## config.mk

```make
export PLATFORM = sky130hd
export DESIGN_NAME = programmable_interrupt_controller_flat
export DESIGN_NICKNAME = d
export VERILOG_FILES = /design/src/rtl/pic_pkg.sv /design/src/rtl/pic_if.sv /design/src/rtl/programmable_interrupt_controller.sv /design/src/rtl/pic_core.sv /design/src/flat_wrapper.sv
export SDC_FILE = /design/constraint.sdc
export NUM_CORES = 1
export LEC_CHECK = 0
export ABC_AREA = 1
export BUFFER_PORTS_ARGS = -buffer_cell sky130_fd_sc_hd__clkbuf_2
export CAP_MARGIN = 10
export CORE_MARGIN = 10
export CORE_UTILIZATION = 54
export DETAILED_ROUTE_END_ITERATION = 16
export PLACE_DENSITY_LB_ADDON = 0.05
export SYNTH_ARGS = -nofsm -noshare
export SYNTH_HDL_FRONTEND = slang
export SYNTH_SLANG_ARGS = --single-unit
```

## constraint.sdc

```tcl
create_clock -name clk -period 2.42 [get_ports clk]
set_input_delay 0.363 -clock clk [delete_from_list [all_inputs] [get_ports clk]]
set_output_delay 0.363 -clock clk [all_outputs]
set_load 0.005 [all_outputs]
```

## src/rtl/pic_pkg.sv

```systemverilog
// ----------------------------------------------------------------------------
// pic_pkg
// Shared types, codes and helpers for the programmable interrupt controller.
// ----------------------------------------------------------------------------
package pic_pkg;

  typedef enum logic [2:0] {
    ACT_WRITE   = 3'd0,
    ACT_READ    = 3'd1,
    ACT_REQUEST = 3'd2,
    ACT_ACK     = 3'd3,
    ACT_RESET   = 3'd4
  } action_t;

  typedef enum logic [1:0] {
    MODE_OCW  = 2'd0,
    MODE_ICW2 = 2'd1,
    MODE_ICW3 = 2'd2,
    MODE_ICW4 = 2'd3
  } mode_t;

  localparam logic [7:0] VEC_BASE_MASK = 8'hf8;
  localparam logic [7:0] MASK_ALL      = 8'hff;

  localparam int CMD_ICW1_BIT  = 4;
  localparam int CMD_OCW3_BIT  = 3;
  localparam int CMD_EOI_BIT   = 5;
  localparam int CMD_SPEC_BIT  = 6;
  localparam int OCW3_RR_BIT   = 1;
  localparam int OCW3_RIS_BIT  = 0;
  localparam int ICW1_SNGL_BIT = 1;
  localparam int ICW1_IC4_BIT  = 0;
  localparam int ICW4_AEOI_BIT = 1;

  typedef struct packed {
    logic [2:0] action;
    logic       addr_bit;
    logic [7:0] data;
    logic [2:0] irq_line;
  } item_t;

  typedef struct packed {
    logic [7:0] read_data;
    logic       read_valid;
    logic [7:0] vector;
    logic       vector_valid;
    logic       irq_raised;
  } result_t;

  typedef struct packed {
    logic       found;
    logic [2:0] idx;
  } pick_t;

  function automatic pick_t lowest_set(input logic [7:0] v);
    pick_t p;
    p = '0;
    for (int i = 7; i >= 0; i--) begin
      if (v[i]) begin
        p.found = 1'b1;
        p.idx   = 3'(i);
      end
    end
    return p;
  endfunction

endpackage

```

## src/rtl/pic_if.sv

```systemverilog
// ----------------------------------------------------------------------------
// pic_req_if / pic_rsp_if
// Valid/ready channels carrying controller requests and their results.
// ----------------------------------------------------------------------------
interface pic_req_if;
  logic       valid;
  logic       ready;
  logic [2:0] action;
  logic       addr_bit;
  logic [7:0] data;
  logic [2:0] irq_line;

  modport source (output valid, action, addr_bit, data, irq_line, input ready);
  modport sink (input valid, action, addr_bit, data, irq_line, output ready);
endinterface

interface pic_rsp_if;
  logic       valid;
  logic       ready;
  logic [7:0] read_data;
  logic       read_valid;
  logic [7:0] vector;
  logic       vector_valid;
  logic       irq_raised;

  modport source (output valid, read_data, read_valid, vector, vector_valid, irq_raised,
                  input ready);
  modport sink (input valid, read_data, read_valid, vector, vector_valid, irq_raised,
                output ready);
endinterface

```

## src/rtl/programmable_interrupt_controller.sv

```systemverilog
// ----------------------------------------------------------------------------
// programmable_interrupt_controller
// Simplified 8259-style interrupt controller with request/result channels.
//
// A request on req carries one action: register write, register read,
// interrupt line request, acknowledge or controller reset. Each request
// gives exactly one result on rsp: read data, acknowledge vector and a flag
// that marks a new interrupt entering service.
// cfg_we/cfg_wdata set the master bit; write it only while the block is idle.
// Path: a request accepted on req goes to the input register, then its
// result goes to the result register and is shown on rsp.
// Throughput: one request per cycle while rsp is not stalled; the state
// update for a request is done between the input and result registers.
// A stalled rsp holds its result; the input register still takes one more
// request, then req.ready drops until rsp drains.
// Reset: clears both stages, restores the power-up controller state and
// sets the master bit.
// ----------------------------------------------------------------------------
module programmable_interrupt_controller
  import pic_pkg::*;
(
  input  logic      clk,
  input  logic      rst,
  input  logic      cfg_we,
  input  logic      cfg_wdata,
  pic_req_if.sink   req,
  pic_rsp_if.source rsp
);

  logic    in_full;
  item_t   item_q;
  logic    out_full;
  result_t res_q;
  result_t result;
  logic    is_master;
  logic    adv;

  assign adv       = in_full && (!out_full || rsp.ready);
  assign req.ready = !in_full || adv;

  always_ff @(posedge clk) begin
    if (rst) begin
      in_full   <= 1'b0;
      out_full  <= 1'b0;
      is_master <= 1'b1;
    end else begin
      if (req.valid && req.ready) begin
        in_full <= 1'b1;
      end else if (adv) begin
        in_full <= 1'b0;
      end
      if (adv) begin
        out_full <= 1'b1;
      end else if (rsp.ready) begin
        out_full <= 1'b0;
      end
      if (cfg_we) begin
        is_master <= cfg_wdata;
      end
    end
  end

  always_ff @(posedge clk) begin
    if (req.valid && req.ready) begin
      item_q <= '{action: req.action, addr_bit: req.addr_bit, data: req.data,
                  irq_line: req.irq_line};
    end
    if (adv) begin
      res_q <= result;
    end
  end

  pic_core u_core (
    .clk       (clk),
    .rst       (rst),
    .step      (adv),
    .item      (item_q),
    .is_master (is_master),
    .result    (result)
  );

  assign rsp.valid        = out_full;
  assign rsp.read_data    = res_q.read_data;
  assign rsp.read_valid   = res_q.read_valid;
  assign rsp.vector       = res_q.vector;
  assign rsp.vector_valid = res_q.vector_valid;
  assign rsp.irq_raised   = res_q.irq_raised;

endmodule

```

## src/rtl/pic_core.sv

```systemverilog
// ----------------------------------------------------------------------------
// pic_core
// Controller state and the combinational update for one request.
// ----------------------------------------------------------------------------
module pic_core
  import pic_pkg::*;
(
  input  logic    clk,
  input  logic    rst,
  input  logic    step,
  input  item_t   item,
  input  logic    is_master,
  output result_t result
);

  mode_t      mode, mode_next;
  logic [7:0] icw1, icw1_next;
  logic [7:0] base, base_next;
  logic [7:0] cascade, cascade_next;
  logic [7:0] icw4, icw4_next;
  logic [7:0] mask, mask_next;
  logic [7:0] irr, irr_next;
  logic [7:0] isr, isr_next;
  logic [2:0] cur_line, cur_line_next;
  logic [7:0] cur_vec, cur_vec_next;
  logic       cur_ok, cur_ok_next;
  logic       stat_pend, stat_pend_next;
  logic [7:0] stat_byte, stat_byte_next;

  logic [7:0] req_a, isr_a;
  logic       do_try;
  pick_t      eoi_pick, try_pick;

  always_comb begin
    mode_next      = mode;
    icw1_next      = icw1;
    base_next      = base;
    cascade_next   = cascade;
    icw4_next      = icw4;
    mask_next      = mask;
    cur_line_next  = cur_line;
    cur_vec_next   = cur_vec;
    cur_ok_next    = cur_ok;
    stat_pend_next = stat_pend;
    stat_byte_next = stat_byte;
    req_a          = irr;
    isr_a          = isr;
    do_try         = 1'b0;
    eoi_pick       = '0;
    result         = '0;

    unique case (action_t'(item.action))
      ACT_WRITE: begin
        if (item.addr_bit) begin
          unique case (mode)
            MODE_OCW: mask_next = item.data;
            MODE_ICW2: begin
              base_next = item.data;
              if (icw1[ICW1_SNGL_BIT]) begin
                cascade_next = '0;
                mode_next    = icw1[ICW1_IC4_BIT] ? MODE_ICW4 : MODE_OCW;
              end else begin
                mode_next = MODE_ICW3;
              end
            end
            MODE_ICW3: begin
              cascade_next = item.data;
              mode_next    = icw1[ICW1_IC4_BIT] ? MODE_ICW4 : MODE_OCW;
            end
            MODE_ICW4: begin
              icw4_next = item.data;
              mode_next = MODE_OCW;
            end
          endcase
        end else if (item.data[CMD_ICW1_BIT]) begin
          icw1_next = item.data;
          mode_next = MODE_ICW2;
        end else if (item.data[CMD_OCW3_BIT]) begin
          if (item.data[OCW3_RR_BIT]) begin
            stat_pend_next = 1'b1;
            stat_byte_next = item.data[OCW3_RIS_BIT] ? isr : irr;
          end
        end else if (item.data[CMD_EOI_BIT]) begin
          if (item.data[CMD_SPEC_BIT]) begin
            isr_a[item.data[2:0]] = 1'b0;
            req_a[item.data[2:0]] = 1'b0;
            do_try                = 1'b1;
          end else begin
            eoi_pick = lowest_set(isr);
            if (eoi_pick.found) begin
              isr_a[eoi_pick.idx] = 1'b0;
              req_a[eoi_pick.idx] = 1'b0;
              do_try              = 1'b1;
            end
          end
        end
      end
      ACT_READ: begin
        if (item.addr_bit && mode == MODE_OCW) begin
          result.read_valid = 1'b1;
          if (stat_pend) begin
            stat_pend_next   = 1'b0;
            result.read_data = stat_byte;
          end else begin
            result.read_data = mask;
          end
        end
      end
      ACT_REQUEST: begin
        if (!mask[item.irq_line]) begin
          req_a[item.irq_line] = 1'b1;
          do_try               = 1'b1;
        end
      end
      ACT_ACK: begin
        result.vector       = cur_vec;
        result.vector_valid = cur_ok;
        if (icw4[ICW4_AEOI_BIT]) begin
          isr_a[cur_line] = 1'b0;
          req_a[cur_line] = 1'b0;
          do_try          = 1'b1;
        end
      end
      ACT_RESET: begin
        req_a     = '0;
        isr_a     = '0;
        mask_next = MASK_ALL;
      end
      default: ;
    endcase

    try_pick = lowest_set(req_a);
    if (do_try && isr_a == '0 && try_pick.found) begin
      isr_a[try_pick.idx] = 1'b1;
      cur_line_next       = try_pick.idx;
      if (is_master && cascade[try_pick.idx]) begin
        cur_vec_next = '0;
        cur_ok_next  = 1'b0;
      end else begin
        cur_vec_next = (base & VEC_BASE_MASK) | {5'b0, try_pick.idx};
        cur_ok_next  = 1'b1;
      end
      result.irq_raised = 1'b1;
    end
  end

  assign irr_next = req_a;
  assign isr_next = isr_a;

  always_ff @(posedge clk) begin
    if (rst) begin
      mode      <= MODE_OCW;
      icw1      <= '0;
      base      <= '0;
      cascade   <= '0;
      icw4      <= '0;
      mask      <= MASK_ALL;
      irr       <= '0;
      isr       <= '0;
      cur_line  <= '0;
      cur_vec   <= '0;
      cur_ok    <= 1'b1;
      stat_pend <= 1'b0;
      stat_byte <= '0;
    end else if (step) begin
      mode      <= mode_next;
      icw1      <= icw1_next;
      base      <= base_next;
      cascade   <= cascade_next;
      icw4      <= icw4_next;
      mask      <= mask_next;
      irr       <= irr_next;
      isr       <= isr_next;
      cur_line  <= cur_line_next;
      cur_vec   <= cur_vec_next;
      cur_ok    <= cur_ok_next;
      stat_pend <= stat_pend_next;
      stat_byte <= stat_byte_next;
    end
  end

endmodule

```

## src/flat_wrapper.sv

```systemverilog
// flat-port wrapper written by rule: the top's interface ports become plain ports
module programmable_interrupt_controller_flat import pic_pkg::*;
  (clk, rst, cfg_we, cfg_wdata, req_valid, req_action, req_addr_bit, req_data, req_irq_line, req_ready, rsp_valid, rsp_read_data, rsp_read_valid, rsp_vector, rsp_vector_valid, rsp_irq_raised, rsp_ready);
  pic_req_if req_i ();
  pic_rsp_if rsp_i ();
  input  logic clk;
  input  logic rst;
  input  logic cfg_we;
  input  logic cfg_wdata;
  input wire logic [$bits(req_i.valid)-1:0] req_valid;
  input wire logic [$bits(req_i.action)-1:0] req_action;
  input wire logic [$bits(req_i.addr_bit)-1:0] req_addr_bit;
  input wire logic [$bits(req_i.data)-1:0] req_data;
  input wire logic [$bits(req_i.irq_line)-1:0] req_irq_line;
  output wire logic [$bits(req_i.ready)-1:0] req_ready;
  output wire logic [$bits(rsp_i.valid)-1:0] rsp_valid;
  output wire logic [$bits(rsp_i.read_data)-1:0] rsp_read_data;
  output wire logic [$bits(rsp_i.read_valid)-1:0] rsp_read_valid;
  output wire logic [$bits(rsp_i.vector)-1:0] rsp_vector;
  output wire logic [$bits(rsp_i.vector_valid)-1:0] rsp_vector_valid;
  output wire logic [$bits(rsp_i.irq_raised)-1:0] rsp_irq_raised;
  input wire logic [$bits(rsp_i.ready)-1:0] rsp_ready;
  assign req_i.valid = req_valid;
  assign req_i.action = req_action;
  assign req_i.addr_bit = req_addr_bit;
  assign req_i.data = req_data;
  assign req_i.irq_line = req_irq_line;
  assign req_ready = req_i.ready;
  assign rsp_valid = rsp_i.valid;
  assign rsp_read_data = rsp_i.read_data;
  assign rsp_read_valid = rsp_i.read_valid;
  assign rsp_vector = rsp_i.vector;
  assign rsp_vector_valid = rsp_i.vector_valid;
  assign rsp_irq_raised = rsp_i.irq_raised;
  assign rsp_i.ready = rsp_ready;
  programmable_interrupt_controller u_core (.clk(clk), .rst(rst), .cfg_we(cfg_we), .cfg_wdata(cfg_wdata), .req(req_i), .rsp(rsp_i));
endmodule
```

==> impl_metrics.yaml <==
synthesis:
  synth.area.top_cells: "dfxtp_1 (26%), edfxtp_1 (20%), nand2_1 (12%), a21oi_1 (7.5%), inv_1 (6.2%)"
  avgSynthCellArea_sq_um: 7.27
  syn_nets: 723
  ys_warn_count: 0
  synth_flop_cell: "dfxtp_1"
  synth_top_area_cell: "dfxtp_1"
  synth-seq-cells: 100
  syn_inst: 702
  yosysTopAreaCellShare_pct: 25.9
  synth.distinct_cells: 34
  synth_common_cells: "nand2_1 (166), inv_1 (84), a21oi_1 (77)"
  syn_area_sq_um: 5100
  ys_seq_area_share_pct: 45.9
  synthArstFlopShare_pct: 0
  synth_edf_count: 34
  synth.most_common_cell: "nand2_1"
setup_path:
  crit_slowest_cell: "dfxtp_2"
  r2r-end: "u_core.u_core.cur_vec[1]"
  start_kind: "register"
  arrival_ns: 3.17
  r2r_setup_slack_ns: -0.44
  crit_top_cell: "nand2_2"
  path_class: "reg -> reg"
  rr_startpoint: "u_core.u_core.isr[1]"
  end_kind: "register"
  path_cells: "nor2_2 -> nand2_1 -> inv_2 -> nand2_2 -> nor2_2 -> nand3_1 -> nand2_2 -> nand2_1 -> nand2_1 -> nand3_1 -> nor2_2 -> nand2_4 -> inv_1 -> nand3_1 -> nand2_2 -> nand4_1 -> nand2_2 -> nand2_2 -> nand2_2 -> nor2_4 -> nand2_8 -> nand3_2 -> a21oi_2"
  crit_path_max_incr_delay_ns: 0.34
  r2r_cells: 23
  worst_ep_required_time_ns: 2.73
  path_max_fanout: 8
timing:
  finalSetupTns_ns: -6.64
  drv_slew: 0
  layout_min_cycle_time_ns: 2.86
  hold_violations: 0
  rsz0062_at_grt: "yes"
  setup_violations: 21
  min_period_over_period_pct: 118
  hold_slack_ns: 0.149
  slew_headroom_pct: 64.2
  tightest_slew_ns: 0.531
  finalWorstSetupSlack_ns: -0.445
  clock_skew_ns: 0.0166
  fmax_ghz: 0.349
grt:
  grt_max_degree: 36
  grt_pass1_vias: 5155
  antenna_found_initial: 0
  grt_use_total_pct: 24.2
  grt_overflow: 0
  grt_pass1_wl_um: 25600
floorplan:
  io_pins: 42
  fp-row-count: 35
  coreArea_sq_um: 9240
  die-area_sq_um: 13700
  die_h_um: 117
  start_util_pct: 55.2
  die_width_um: 117
run_status:
  outcome: "finished, violations left"
  violations: "setup timing"
routing:
  drt-total-wl_um: 17000
  vias_per_cell: 5.42
  drtAntennaViolNets: 0
  drc: 0
  wire_per_inst_um: 16.9
  first_pass_iters: 6
  drt-initial-drc-count: 547
  vias: 5449
placed_design:
  place_hpwl_um: 12000
  pre_cts_ws_ns: -0.403
  gp_congestion: 0.984
  io_buffers: 41
worst_hold_path:
  hold_path.class: "in -> reg"
  hold_start: "req_data[7]"
  whs_path_depth: 1
  min_to: "u_core.item_q[10]"
clock_tree:
  path_clk_slew_ns: 0.11
  cts_root_buf: "clkbuf_8"
  h-tree-depth: 3
  cts_max_path_buffers: 2
  cts.sinks: 100
  insertion_delay_ns: 0.38
  tritoncts: "yes"
  cts_buffers: 9
cells_and_area:
  multiInputGateArea_sq_um: 2720
  fin_nets: 892
  drive_gt1_share_pct: 37.7
  final_util_pct: 76.8
  areaGrowthSynthToFinish_pct: 38.9
  antenna_cells: 0
  regArea_sq_um: 2350
  fillers: 663
run:
  max_cap_violations: 0
power_and_ir_drop:
  powerDensity_nw_per_um2: 558
  total_power_mw: 3.96
  vdd_drop_max_mv: 0.581
  p_leak_nw: 3.14
## logic make-up after synthesis
family / synth area share (%)
AO/OA/AOI/OAI: 16.9
buffers and inverters: 8.75
flip-flops: 45.9
AND/OR/NAND/NOR: 28.4
## state kept, by name, indices dropped and copies added, names as in the netlist, 2 cells and up
register / count
u_core.u_core.mode: 2
u_core.u_core.cur_vec: 8
u_core.rsp.vector: 8
u_core.rsp.read_data: 8
u_core.u_core.isr: 8
u_core.u_core.cur_line: 3
u_core.item_q: 15
u_core.u_core.cascade: 8
u_core.u_core.mask: 8
u_core.u_core.stat_byte: 8
u_core.u_core.icw1: 2
u_core.u_core.base: 5
u_core.u_core.irr: 8
## placed cells by master, fill, tap and decap left out, types with 2 or more instances in the layout
master,instances
clkbuf_8,10
nand3_1,26
buf_4,126
nor2_1,61
dfxtp_2,2
dfxtp_1,62
a21oi_4,2
nor2_4,10
o21ai_1,2
o211ai_1,6
o21ai_2,2
nand2_4,10
inv_8,3
nor3_1,7
nor3_4,2
inv_4,2
a211oi_1,5
nand4_1,11
a21oi_1,67
clkbuf_2,41
inv_2,16
nand3_2,15
nor2_2,15
o21ai_0,48
nand2_2,38
inv_1,79
dfxtp_4,2
a21oi_2,12
a31oi_1,5
edfxtp_1,34
nand2_1,128
buf_12,2
buf_6,8
## per-layer routing
metal / global-route usage [%] / part of all wire (%) / vias up
li1: - / - / 2646
met1: 30.8 / 42 / 2492
met2: 38.5 / 46 / 247
met3: 4.99 / 7.4 / 64
met4: 11.4 / 4.9 / 0
met5: 0 / 0 / -
## stage by stage
stage	cell area, sq um	cells
floorplan	5100	702
global placement	6270	968
detailed placement	6270	968
CTS	6690	991
global route	7090	1005
finish	7090	1005
## cell type report
type | instances | share of cell area, %
Clock buffer | 11 | 2.29
Tap cell | 129 | 2.28
Timing Repair Buffer | 177 | 18.1
Inverter | 96 | 5.12
Sequential cell | 100 | 33.2
Multi-Input combinational cell | 487 | 38.4
Clock inverter | 5 | 0.688
## critical path, delay by kind of cell, from the launching register on
family | cells | cell delay (ns)
AOI/OAI and AO/OA | 1 | 0.15
buffers and inverters | 2 | 0.14
and+or+nand+nor | 20 | 2.13
DFF | 1 | 0.34
## timing repair
item,CTS,global route
setup endpoints to repair,21,32
hold buffers,0,0
setup buffers,7,17
gates resized for setup,41,86
pin swaps,11,45
## how the worst max path moves through the flow
| stage | startpoint | endpoint | cells past startpoint |
|---|---|---|---|
| after floorplan | u_core.item_q[14] | u_core.u_core.cur_ok | 22 |
| after global placement | u_core.item_q[14] | u_core.u_core.cur_vec[1] | 17 |
| after detailed placement | u_core.item_q[14] | u_core.u_core.cur_vec[1] | 16 |
| after CTS | u_core.item_q[0] | u_core.u_core.cur_ok | 27 |
| after global routing | u_core.u_core.isr[1] | u_core.u_core.cur_vec[1] | 23 |
| final | u_core.u_core.isr[1] | u_core.u_core.cur_vec[1] | 23 |
## where the power goes
group / total, mW / internal, mW / leakage, nW / switching [mW]
logic: 1.00 / 0.416 / 2.16 / 0.584
clock network: 1.13 / 0.489 / 0.111 / 0.638
registers: 1.83 / 1.79 / 0.862 / 0.0422
Note: power is estimated with default switching activity, not from simulation.
